===== src/design/b64d_pkg.sv =====
package b64d_pkg;

    // One input item: a character, or the end-of-string marker.
    typedef struct packed {
        logic       kind;
        logic [7:0] char_code;
    } char_item_t;

    // One result item.
    typedef struct packed {
        logic [7:0] data_byte;
        logic       has_byte;
        logic       last;
        logic       status;
    } res_item_t;

    localparam int MAX_PUSH  = 3;
    localparam int OUT_DEPTH = 8;

    // The decode stage hands the output buffer zero to three results per cycle.
    typedef struct packed {
        logic [1:0]                 n;
        res_item_t [MAX_PUSH-1:0]   slot;
    } push_t;

    localparam logic KIND_CHAR = 1'b0;
    localparam logic KIND_END  = 1'b1;

    localparam logic [7:0] CH_SPACE = 8'h20;
    localparam logic [7:0] CH_TAB   = 8'h09;
    localparam logic [7:0] CH_LF    = 8'h0a;
    localparam logic [7:0] CH_CR    = 8'h0d;
    localparam logic [7:0] CH_PAD   = 8'h3d;
    localparam logic [7:0] CH_PLUS  = 8'h2b;
    localparam logic [7:0] CH_SLASH = 8'h2f;
    localparam logic [7:0] CH_UP_A  = 8'h41;
    localparam logic [7:0] CH_UP_Z  = 8'h5a;
    localparam logic [7:0] CH_LO_A  = 8'h61;
    localparam logic [7:0] CH_LO_Z  = 8'h7a;
    localparam logic [7:0] CH_D0    = 8'h30;
    localparam logic [7:0] CH_D9    = 8'h39;

    localparam logic [5:0] SEXT_PLUS  = 6'd62;
    localparam logic [5:0] SEXT_SLASH = 6'd63;

    // Returns {bad, sextet}; a bad character gives sextet zero.
    function automatic logic [6:0] sextet_of(input logic [7:0] c);
        logic [7:0] d;
        d = 8'h00;
        if (c >= CH_UP_A && c <= CH_UP_Z)
        begin
            d = c - CH_UP_A;
            return {1'b0, d[5:0]};
        end
        else if (c >= CH_LO_A && c <= CH_LO_Z)
        begin
            d = c - CH_LO_A + 8'd26;
            return {1'b0, d[5:0]};
        end
        else if (c >= CH_D0 && c <= CH_D9)
        begin
            d = c - CH_D0 + 8'd52;
            return {1'b0, d[5:0]};
        end
        else if (c == CH_PLUS)
        begin
            return {1'b0, SEXT_PLUS};
        end
        else if (c == CH_SLASH)
        begin
            return {1'b0, SEXT_SLASH};
        end
        return {1'b1, 6'd0};
    endfunction

    function automatic logic is_blank(input logic [7:0] c);
        return (c == CH_SPACE) || (c == CH_TAB) || (c == CH_LF) || (c == CH_CR);
    endfunction

endpackage


===== src/design/base64_stream_decoder_core.sv =====
// Streaming Base64 decoder, standard alphabet with '=' padding.
// Input channel char_valid / char_stall / char_item: one character per item,
// or an end-of-string marker (kind = 1). Blanks are skipped.
// Output channel res_valid / res_stall / res_item: one decoded byte per item;
// the final item of a string has last = 1 and carries the string status
// (1 = rejected, the consumer drops the bytes of that string). An empty string
// or one with nothing left to emit ends with a single item with has_byte = 0.
// An accepted character or end marker waits in the input register until the
// output buffer has room, is then decoded, and its results enter the buffer.
// Throughput: one input item per cycle. A completed group leaves as a burst of
// three result items through an eight-entry output buffer that drains one item
// per cycle unless stalled; input stalls only while it has fewer than three
// free entries, so four characters per three bytes keep pace with the output.
// Reset clears the decode state and empties the buffer; nothing is pending.
// When the receiver stalls, res_item holds; with under three free entries left,
// char_stall rises with one item kept in the input register.
module base64_stream_decoder_core #(
    parameter int OUT_DEPTH = b64d_pkg::OUT_DEPTH
) (
    input  logic                 clk,
    input  logic                 rst_n,
    input  logic                 char_valid,
    output logic                 char_stall,
    input  b64d_pkg::char_item_t char_item,
    output logic                 res_valid,
    input  logic                 res_stall,
    output b64d_pkg::res_item_t  res_item
);
    import b64d_pkg::*;

    push_t push;
    logic  room;

    b64d_decode u_decode (
        .clk        (clk),
        .rst_n      (rst_n),
        .char_valid (char_valid),
        .char_stall (char_stall),
        .char_item  (char_item),
        .room       (room),
        .push       (push)
    );

    b64d_outbuf #(
        .DEPTH (OUT_DEPTH)
    ) u_outbuf (
        .clk       (clk),
        .rst_n     (rst_n),
        .push      (push),
        .room      (room),
        .res_valid (res_valid),
        .res_stall (res_stall),
        .res_item  (res_item)
    );

endmodule


===== src/design/b64d_decode.sv =====
module b64d_decode (
    input  logic                 clk,
    input  logic                 rst_n,
    input  logic                 char_valid,
    output logic                 char_stall,
    input  b64d_pkg::char_item_t char_item,
    input  logic                 room,
    output b64d_pkg::push_t      push
);
    import b64d_pkg::*;

    logic       in_valid_reg, in_valid_next;
    char_item_t in_item_reg;

    logic [23:0] group_bits_reg, group_bits_next;
    logic [1:0]  group_pos_reg, group_pos_next;
    logic [1:0]  group_pad_reg, group_pad_next;
    logic [23:0] held_bits_reg, held_bits_next;
    logic [1:0]  held_pad_reg, held_pad_next;
    logic        held_valid_reg, held_valid_next;
    logic        error_reg, error_next;

    logic        accept;
    logic        fire;
    logic        status;
    logic        keep1;
    logic        keep2;
    logic [6:0]  sext;
    logic [5:0]  val;
    logic [23:0] shifted;
    logic [23:0] gbits;
    logic [1:0]  pad_after;

    assign char_stall = in_valid_reg && !room;
    assign accept     = char_valid && !char_stall;
    assign fire       = in_valid_reg && room;

    always_comb
    begin
        if (accept)
            in_valid_next = 1'b1;
        else if (fire)
            in_valid_next = 1'b0;
        else
            in_valid_next = in_valid_reg;
    end

    always_ff @(posedge clk or negedge rst_n)
    begin
        if (!rst_n)
            in_valid_reg <= 1'b0;
        else
            in_valid_reg <= in_valid_next;
    end

    always_ff @(posedge clk)
    begin
        if (accept)
            in_item_reg <= char_item;
    end

    always_comb
    begin
        group_bits_next = group_bits_reg;
        group_pos_next  = group_pos_reg;
        group_pad_next  = group_pad_reg;
        held_bits_next  = held_bits_reg;
        held_pad_next   = held_pad_reg;
        held_valid_next = held_valid_reg;
        error_next      = error_reg;
        push            = '0;

        status    = error_reg || (group_pos_reg != 2'd0);
        keep1     = (group_pos_reg != 2'd0) || (held_pad_reg != 2'b11);
        keep2     = (group_pos_reg != 2'd0) || !held_pad_reg[1];
        sext      = sextet_of(in_item_reg.char_code);
        val       = 6'd0;
        shifted   = 24'd0;
        gbits     = 24'd0;
        pad_after = group_pad_reg;

        if (fire && in_item_reg.kind == KIND_END)
        begin
            if (held_valid_reg)
            begin
                push.slot[0] = '{held_bits_reg[23:16], 1'b1, !keep1 && !keep2,
                                 !keep1 && !keep2 && status};
                push.slot[1] = '{held_bits_reg[15:8], 1'b1, !keep2, !keep2 && status};
                push.slot[2] = '{held_bits_reg[7:0], 1'b1, 1'b1, status};
                push.n       = 2'd1 + {1'b0, keep1} + {1'b0, keep2};
            end
            else
            begin
                push.slot[0] = '{8'd0, 1'b0, 1'b1, status};
                push.n       = 2'd1;
            end
            group_bits_next = 24'd0;
            group_pos_next  = 2'd0;
            group_pad_next  = 2'd0;
            held_bits_next  = 24'd0;
            held_pad_next   = 2'd0;
            held_valid_next = 1'b0;
            error_next      = 1'b0;
        end
        else if (fire && !is_blank(in_item_reg.char_code))
        begin
            // a new character proves the held group was not the final one
            if (group_pos_reg == 2'd0 && held_valid_reg)
            begin
                push.slot[0]    = '{held_bits_reg[23:16], 1'b1, 1'b0, 1'b0};
                push.slot[1]    = '{held_bits_reg[15:8], 1'b1, 1'b0, 1'b0};
                push.slot[2]    = '{held_bits_reg[7:0], 1'b1, 1'b0, 1'b0};
                push.n          = 2'd3;
                held_valid_next = 1'b0;
            end

            if (in_item_reg.char_code == CH_PAD)
            begin
                if (!group_pos_reg[1])
                    error_next = 1'b1;
                else
                    pad_after[group_pos_reg[0]] = 1'b1;
            end
            else
            begin
                val = sext[5:0];
                if (sext[6])
                    error_next = 1'b1;
            end

            case (group_pos_reg)
                2'd0:    shifted = {val, 18'd0};
                2'd1:    shifted = {6'd0, val, 12'd0};
                2'd2:    shifted = {12'd0, val, 6'd0};
                default: shifted = {18'd0, val};
            endcase
            gbits = group_bits_reg | shifted;

            if (group_pos_reg == 2'd3)
            begin
                held_bits_next  = gbits;
                held_pad_next   = pad_after;
                held_valid_next = 1'b1;
                group_bits_next = 24'd0;
                group_pad_next  = 2'd0;
                group_pos_next  = 2'd0;
            end
            else
            begin
                group_bits_next = gbits;
                group_pad_next  = pad_after;
                group_pos_next  = group_pos_reg + 2'd1;
            end
        end
    end

    always_ff @(posedge clk or negedge rst_n)
    begin
        if (!rst_n)
        begin
            group_bits_reg <= 24'd0;
            group_pos_reg  <= 2'd0;
            group_pad_reg  <= 2'd0;
            held_bits_reg  <= 24'd0;
            held_pad_reg   <= 2'd0;
            held_valid_reg <= 1'b0;
            error_reg      <= 1'b0;
        end
        else
        begin
            group_bits_reg <= group_bits_next;
            group_pos_reg  <= group_pos_next;
            group_pad_reg  <= group_pad_next;
            held_bits_reg  <= held_bits_next;
            held_pad_reg   <= held_pad_next;
            held_valid_reg <= held_valid_next;
            error_reg      <= error_next;
        end
    end

`ifndef ASSERT_OFF
    // an end marker leaves a clean string state behind
    a_end_clears: assert property (@(posedge clk) disable iff (!rst_n)
        fire && in_item_reg.kind == KIND_END |=>
            group_pos_reg == 2'd0 && !held_valid_reg && !error_reg)
        else $error("state not cleared after end of string");

    // every end marker yields at least one result, the last one flagged
    a_end_pushes: assert property (@(posedge clk) disable iff (!rst_n)
        fire && in_item_reg.kind == KIND_END |->
            push.n != 2'd0 && push.slot[push.n - 2'd1].last)
        else $error("end of string without a last result");

    // a group's fourth character always ends up held
    a_group_held: assert property (@(posedge clk) disable iff (!rst_n)
        fire && in_item_reg.kind == KIND_CHAR && !is_blank(in_item_reg.char_code)
            && group_pos_reg == 2'd3 |=> held_valid_reg && group_pos_reg == 2'd0)
        else $error("completed group not held");
`endif

endmodule


===== src/design/b64d_outbuf.sv =====
module b64d_outbuf #(
    parameter int DEPTH = b64d_pkg::OUT_DEPTH
) (
    input  logic                clk,
    input  logic                rst_n,
    input  b64d_pkg::push_t     push,
    output logic                room,
    output logic                res_valid,
    input  logic                res_stall,
    output b64d_pkg::res_item_t res_item
);
    import b64d_pkg::*;

    localparam int AW = (DEPTH > 1) ? $clog2(DEPTH) : 1;
    localparam int CW = $clog2(DEPTH + 1);

    res_item_t mem [DEPTH];

    logic [AW-1:0] rptr_reg, rptr_next;
    logic [AW-1:0] wptr_reg, wptr_next;
    logic [CW-1:0] count_reg, count_next;
    logic [AW:0]   idx_sum [MAX_PUSH];
    logic [AW-1:0] idx [MAX_PUSH];
    logic [AW:0]   wsum;
    logic          pop;

    assign pop       = res_valid && !res_stall;
    assign res_valid = (count_reg != '0);
    assign res_item  = mem[rptr_reg];
    assign room      = (CW'(DEPTH) - count_reg) >= CW'(MAX_PUSH);

    always_comb
    begin
        for (int i = 0; i < MAX_PUSH; i++)
        begin
            idx_sum[i] = {1'b0, wptr_reg} + (AW+1)'(i);
            if (idx_sum[i] >= (AW+1)'(DEPTH))
                idx_sum[i] = idx_sum[i] - (AW+1)'(DEPTH);
            idx[i] = idx_sum[i][AW-1:0];
        end

        wsum = {1'b0, wptr_reg} + (AW+1)'(push.n);
        if (wsum >= (AW+1)'(DEPTH))
            wsum = wsum - (AW+1)'(DEPTH);
        wptr_next = wsum[AW-1:0];

        if (pop)
            rptr_next = (rptr_reg == AW'(DEPTH - 1)) ? '0 : rptr_reg + AW'(1);
        else
            rptr_next = rptr_reg;

        count_next = count_reg + CW'(push.n) - CW'(pop);
    end

    always_ff @(posedge clk)
    begin
        for (int i = 0; i < MAX_PUSH; i++)
        begin
            if (2'(i) < push.n)
                mem[idx[i]] <= push.slot[i];
        end
    end

    always_ff @(posedge clk or negedge rst_n)
    begin
        if (!rst_n)
        begin
            rptr_reg  <= '0;
            wptr_reg  <= '0;
            count_reg <= '0;
        end
        else
        begin
            rptr_reg  <= rptr_next;
            wptr_reg  <= wptr_next;
            count_reg <= count_next;
        end
    end

`ifndef ASSERT_OFF
    a_no_overflow: assert property (@(posedge clk) disable iff (!rst_n)
        push.n != 2'd0 |-> (CW'(DEPTH) - count_reg) >= CW'(push.n))
        else $error("output buffer overflow");

    a_count_range: assert property (@(posedge clk) disable iff (!rst_n)
        count_reg <= CW'(DEPTH))
        else $error("output buffer count out of range");

    // a stalled result item stays offered and unchanged
    a_stall_holds: assert property (@(posedge clk) disable iff (!rst_n)
        res_valid && res_stall |=> res_valid && $stable(res_item))
        else $error("result item changed while stalled");
`endif

endmodule

===== config.mk =====
export PLATFORM = sky130hd
export DESIGN_NAME = base64_stream_decoder_core
export DESIGN_NICKNAME = d
export VERILOG_FILES = /design/src/design/b64d_pkg.sv /design/src/design/base64_stream_decoder_core.sv /design/src/design/b64d_decode.sv /design/src/design/b64d_outbuf.sv
export SDC_FILE = /design/constraint.sdc
export NUM_CORES = 1
export LEC_CHECK = 0
export CELL_PAD_IN_SITES_DETAIL_PLACEMENT = 1
export CELL_PAD_IN_SITES_GLOBAL_PLACEMENT = 1
export CORE_AREA = 2 2 143 172
export CTS_BUF_LIST = sky130_fd_sc_hd__clkbuf_8
export CTS_CLUSTER_DIAMETER = 150
export DETAILED_ROUTE_END_ITERATION = 7
export DIE_AREA = 0 0 145 174
export DONT_BUFFER_PORTS = 1
export GPL_TIMING_DRIVEN = 0
export PLACE_DENSITY_LB_ADDON = 0.1
export SLEW_MARGIN = 30
export SYNTH_ARGS = -nofsm -noshare
export SYNTH_HDL_FRONTEND = slang
export SYNTH_SLANG_ARGS = --single-unit

===== constraint.sdc =====
create_clock -name clk -period 3.7 [get_ports clk]
set_input_delay 1.11 -clock clk [delete_from_list [all_inputs] [get_ports clk]]
set_output_delay 1.11 -clock clk [all_outputs]
set_load 0.01 [all_outputs]

Word-level counts from Yosys, hierarchy flattened. Memories as Yosys holds them, arrays and structs flattened. Cells that the tools add are included.

Add/sub/neg operators: 19. Multiply operators: 0. Reductions and logical operators: 38. Shifts and indexed selects: 0. Magnitude comparators: 16. Divide/modulo/power cells: 0. Equality and inequality tests: 13. Bitwise gates (word level): 2. Multiplexer cells: 62.

Operators by type and width (number): 2-to-1 mux 24 bit (8); 2-to-1 mux 35 bit (3); case mux 24 bit (3 select lines) (1); 2-to-1 mux 7 bit (6); == test 8 x 6 -> 1 bit, second input constant (4); == test 8 x 4 -> 1 bit, second input constant (3); 2-to-1 mux 2 bit (12); OR 24 bit (1); 2-to-1 mux 1 bit (23); 2-to-1 mux 22 bit (1); >= comparator 8 x 7 -> 1 bit, second input constant (2); <= comparator 8 x 7 -> 1 bit, second input constant (2); 2-to-1 mux 3 bit (5); logical AND 1 bit (14); >= comparator 4 bit, second input constant (3); subtractor 3 x 1 -> 3 bit, second input constant (4); subtractor 6 bit, second input constant (2); 2-to-1 mux 11 bit (1); >= comparator 8 x 6 -> 1 bit, second input constant (1); <= comparator 8 x 6 -> 1 bit, second input constant (1); nonzero test 2 bit (4); logical NOT 1 bit (7); adder 6 x 5 -> 6 bit, second input constant (1); adder 6 bit, second input constant (1); other kinds (31) (40).

Memory bits (writable): 88. Bits in read-only memories: 0. Latch bits: 0. Flip-flop bits (word level): 76. Memories kept: 1. Input bits: 13.

Memories: u_outbuf.mem (depth 8, width 11, read ports 1, clocked after Yosys merged registers in 0, write ports 3, line b64d_outbuf.sv:17) `res_item_t mem [DEPTH];`.

Logic depth before layout (Yosys ltp).
Depth in word-level cells: 15. Depth in mapped cells: 15. Mapped depth without buffers: 14.

Cells and area by module. A second synthesis with hierarchy kept.

Cells, all modules: 1063. Area, all modules: 10397.5 um^2.

Modules (own cells, without submodules): b64d_outbuf (area each 6775.2 um^2, seq. area each 2892.8 um^2, times used 1, cells an instance 696); b64d_decode (area each 3622.2 um^2, seq. area each 1696.6 um^2, times used 1, cells an instance 367).

Worst setup path after synthesis. Ideal clock, no wire load.

Kind: register to register. From: reg u_decode.group_pos_reg[0]. To: mem u_outbuf.mem[2][0] (netlist bit), enable pin. Arrival: 3.319 ns. Stages on the path, launching flop included: 13. Data required time: 3.306 ns. Setup time: 0.394 ns. Slack: -0.013 ns. Path through: dfrtp_1 inv_1 ha_1 clkbuf_1 and3_1 ha_1 nand2b_1 or4_1 clkbuf_1 or2_2 a21oi_1 nor2_1 o21ai_0.

RTL lines: start, declared (line b64d_decode.sv:16) `logic [1:0] group_pos_reg, group_pos_next;`; start signal, assigned (line b64d_decode.sv:172) `group_pos_reg <= group_pos_next;`; end, declared (line b64d_outbuf.sv:17).

==> impl_metrics.json <==
{
  "outcome": "complete, no violations",
  "hold_ws_ns": 0.329,
  "cts_made_buffers": 17,
  "num_vias": 7054,
  "register_area_mm2": 0.00459,
  "synthMostInstantiatedCell": "o21ai_0",
  "finalSetupTns_ns": 0,
  "avgSynthCellArea_um2": 11.0,
  "largest_reg_flops": 88,
  "arrival_ns": 3.71,
  "hold_viol_final": 0,
  "rsz0062_at_grt": "false",
  "clockBufferDepth": 2,
  "p_switching_w": 0.00243,
  "clockPowerShare_pct": 20.5,
  "multi_input_area_mm2": 0.00444,
  "relSlewSlack_pct": 47.8,
  "power_density_mw_per_mm2": 601,
  "start_util_pct": 39.3,
  "cts.clk_slew.worst_paths_ns": 0.09,
  "comb_power_share_pct": 39.5,
  "syn-num-nets": 883,
  "fmax_mhz": 282,
  "p_seq_share_pct": 40.0,
  "drcViolationCount": 0,
  "synthCells": 843,
  "layout-drive-gt1-share_pct": 15.7,
  "post-route-min-period_ns": 3.55,
  "maxCapViolCount": 0,
  "die_w_um": 145,
  "crit_family": "simple AND/OR/NAND/NOR gates",
  "crit_top_cell": "inv_1",
  "crit_slowest_cell": "or4_4",
  "htreeDepth": 4,
  "core_area_mm2": 0.0237,
  "ys_ff_latch": 164,
  "drtAntennaViolNets": 0,
  "p_int_w": 0.00375,
  "synth-seq-area-share_pct": 49.4,
  "cts_hold_buf": 0,
  "die_h_um": 174,
  "worst-path-stages": 12,
  "ys.warnings.count": 0,
  "async_flop_share_pct": 40.9,
  "grt_max_degree": 68,
  "netlist_area_mm2": 0.00929,
  "worst_pin_slew_ns": 0.772,
  "synth_common_cells": "o21ai_0, edfxtp_1, a21oi_1",
  "fin_nets": 911,
  "die_area_mm2": 0.0252,
  "track_usage_pct": 22.2,
  "numClockSinks": 164,
  "yosys.area.top_type": "edfxtp_1",
  "syn_to_final_growth_pct": 10.7,
  "ir_worst_vdd_uv": 228,
  "critical_path.max_fanout": 10,
  "first_iter_violations": 518,
  "criticalPathCategory": "reg -> reg",
  "io_buffer_count": 0,
  "clk_latency_ns": 0.46,
  "crit_path_end_kind": "register",
  "gp_congestion": 0.863,
  "cp.required_ns": 3.87,
  "clock_skew_ns": 0.0138,
  "grt_pass1_vias": 7473,
  "period_share_pct": 95.8,
  "slew_violations": 0,
  "crit_chain": "inv_1 -> ha_4 -> nand2_1 -> inv_1 -> ha_1 -> nand2b_1 -> or4_4 -> or2_2 -> a211o_4 -> buf_2 -> o211ai_1 -> buf_4",
  "synth_top_area_share_pct": 31.3,
  "vias_per_cell": 5.86,
  "routed_wl_um": 27400,
  "reg2regPathDepth": 12,
  "grt_remaining_overflow": 0,
  "first_pass_iters": 4,
  "setup_violations": 0,
  "hold_path.class": "in -> async",
  "clock-root-buffer": "clkbuf_8",
  "slowest_delay_ns": 0.57,
  "cp-start-kind": "register",
  "n_fill_cell": 2618,
  "yosys_most_used_dff": "edfxtp_1",
  "antenna_found_initial": 0,
  "ys_types": 65,
  "antenna_cells": 0,
  "place_hpwl_um": 21200,
  "worst-path-buf-inv": 4,
  "synth.top_cells.by_area": "edfxtp_1, dfrtp_1, mux2i_1",
  "wl_per_cell_um": 22.7,
  "power_leakage_nw": 3.86,
  "grt_pass1_wl_um": 43700,
  "sw_frac_of_total_pct": 39.3,
  "num_rows": 62,
  "synth-edff-count": 97,
  "io_pins": 26,
  "cts_tree": "built"
}
path summary, 6_finish.rpt:
check / slack (ns) / from / to
max: 0.15 / u_decode.group_pos_reg[1] / u_outbuf.mem[4][4]
min: 0.33 / rst_n / u_decode.group_bits_reg[19]
max reg2reg: 0.15 / u_decode.group_pos_reg[1] / u_outbuf.mem[4][4]
min reg2reg: 0.47 / u_decode.held_pad_reg[0] / u_decode.held_pad_reg[0]
max in group asynchronous: 3.22 / rst_n / u_decode.group_pos_reg[0]
min in group clk: 0.47 / u_decode.held_pad_reg[0] / u_decode.held_pad_reg[0]
through the flow:
stage | instance area [um2] | utilization, % | total power [W] | instances | setup slack, ns
after global routing | 10300 | 43.5 | 0.00658 | 1204 | 0.00112
final | 10300 | 43.5 | 0.00618 | 1204 | 0.154
after detailed placement | 9790 | 41.4 | 0.00489 | 1172 | -0.631
after CTS | 10200 | 43.1 | 0.00620 | 1203 | 0.0534
after global placement | 9690 | 41.0 | 0.00475 | 1163 | -1.18
after floorplan | 9290 | - | 0.00413 | 843 | -0.0135
worst reg2reg max path: cells and delay by family, from the launching register on:
| kind | cells | cell delay [ns] |
|---|---|---|
| buf+inv | 4 | 0.61 |
| simple gates | 4 | 1.24 |
| fa+ha+maj | 2 | 0.42 |
| compound gates | 2 | 0.56 |
| flops | 1 | 0.42 |
cells by family after synthesis:
group,after synthesis,share of synthesized area (%)
AO/OA/AOI/OAI,297,19.5
flip-flops,164,49.4
AND/OR/NAND/NOR,160,8.67
multiplexers,101,14.0
buffers and inverters,87,3.98
adder cells (fa/ha/maj),27,3.80
XOR/XNOR,7,0.660
routing by layer:
metal  up-vias  share of wire [%]  GRT usage, %
met1      3644                 42          26.8
met3        41                2.4          2.97
li1       3246                  -             -
met2       123                 54          41.0
met4         0                2.1          6.81
met5         -                  0             0
what timing repair did:
action | CTS | global route
buffers inserted | 1 | 5
endpoints found under the hold margin | 0 | 0
setup endpoints to repair | 147 | 111
pin swaps | 1 | 2
gates cloned | 0 | 0
resized for setup | 16 | 18
layout make-up:
| class | instances | share of cell area [%] |
|---|---|---|
| flip-flops and latches | 164 | 44.6 |
| multi-input cells | 592 | 43.2 |
| well taps | 320 | 3.89 |
| plain buffers | 57 | 2.63 |
| clock buffers | 18 | 2.41 |
| clock inverters | 14 | 1.20 |
| repair buffers | 15 | 1.13 |
| inverters | 24 | 0.876 |
power groups by stage:
stage / Sequential [W] / Combinational, W / Clock, W
3_3_place_gp: 0.00248 / 0.00227 / 0
6_report: 0.00247 / 0.00244 / 0.00127
2_1_floorplan: 0.00243 / 0.00171 / 0
3_5_place_dp: 0.00250 / 0.00238 / 0
5_1_grt: 0.00251 / 0.00270 / 0.00137
4_1_cts: 0.00247 / 0.00243 / 0.00131
placed cells by master, fill, tap and decap left out, types with 4 or more instances in the layout:
cell	n
a21oi_1	79
a22o_1	11
a22oi_1	19
a31o_2	4
a31oi_1	4
and2_1	5
and3_1	11
buf_2	14
buf_4	13
buf_6	6
clkbuf_1	32
clkbuf_2	4
clkbuf_8	18
dfrtp_1	65
edfxtp_1	97
ha_1	24
inv_1	24
inv_6	5
mux2_2	14
mux2i_1	65
mux4_2	22
nand2_1	56
nand2b_1	13
nand3_1	15
nor2_1	23
nor2b_1	4
nor3_1	6
o211ai_1	9
o21a_1	6
o21ai_0	114
o21ai_1	9
o21ai_4	5
o221ai_1	9
o31ai_1	4
xor2_1	4
(Power assumes the default switching activity.)
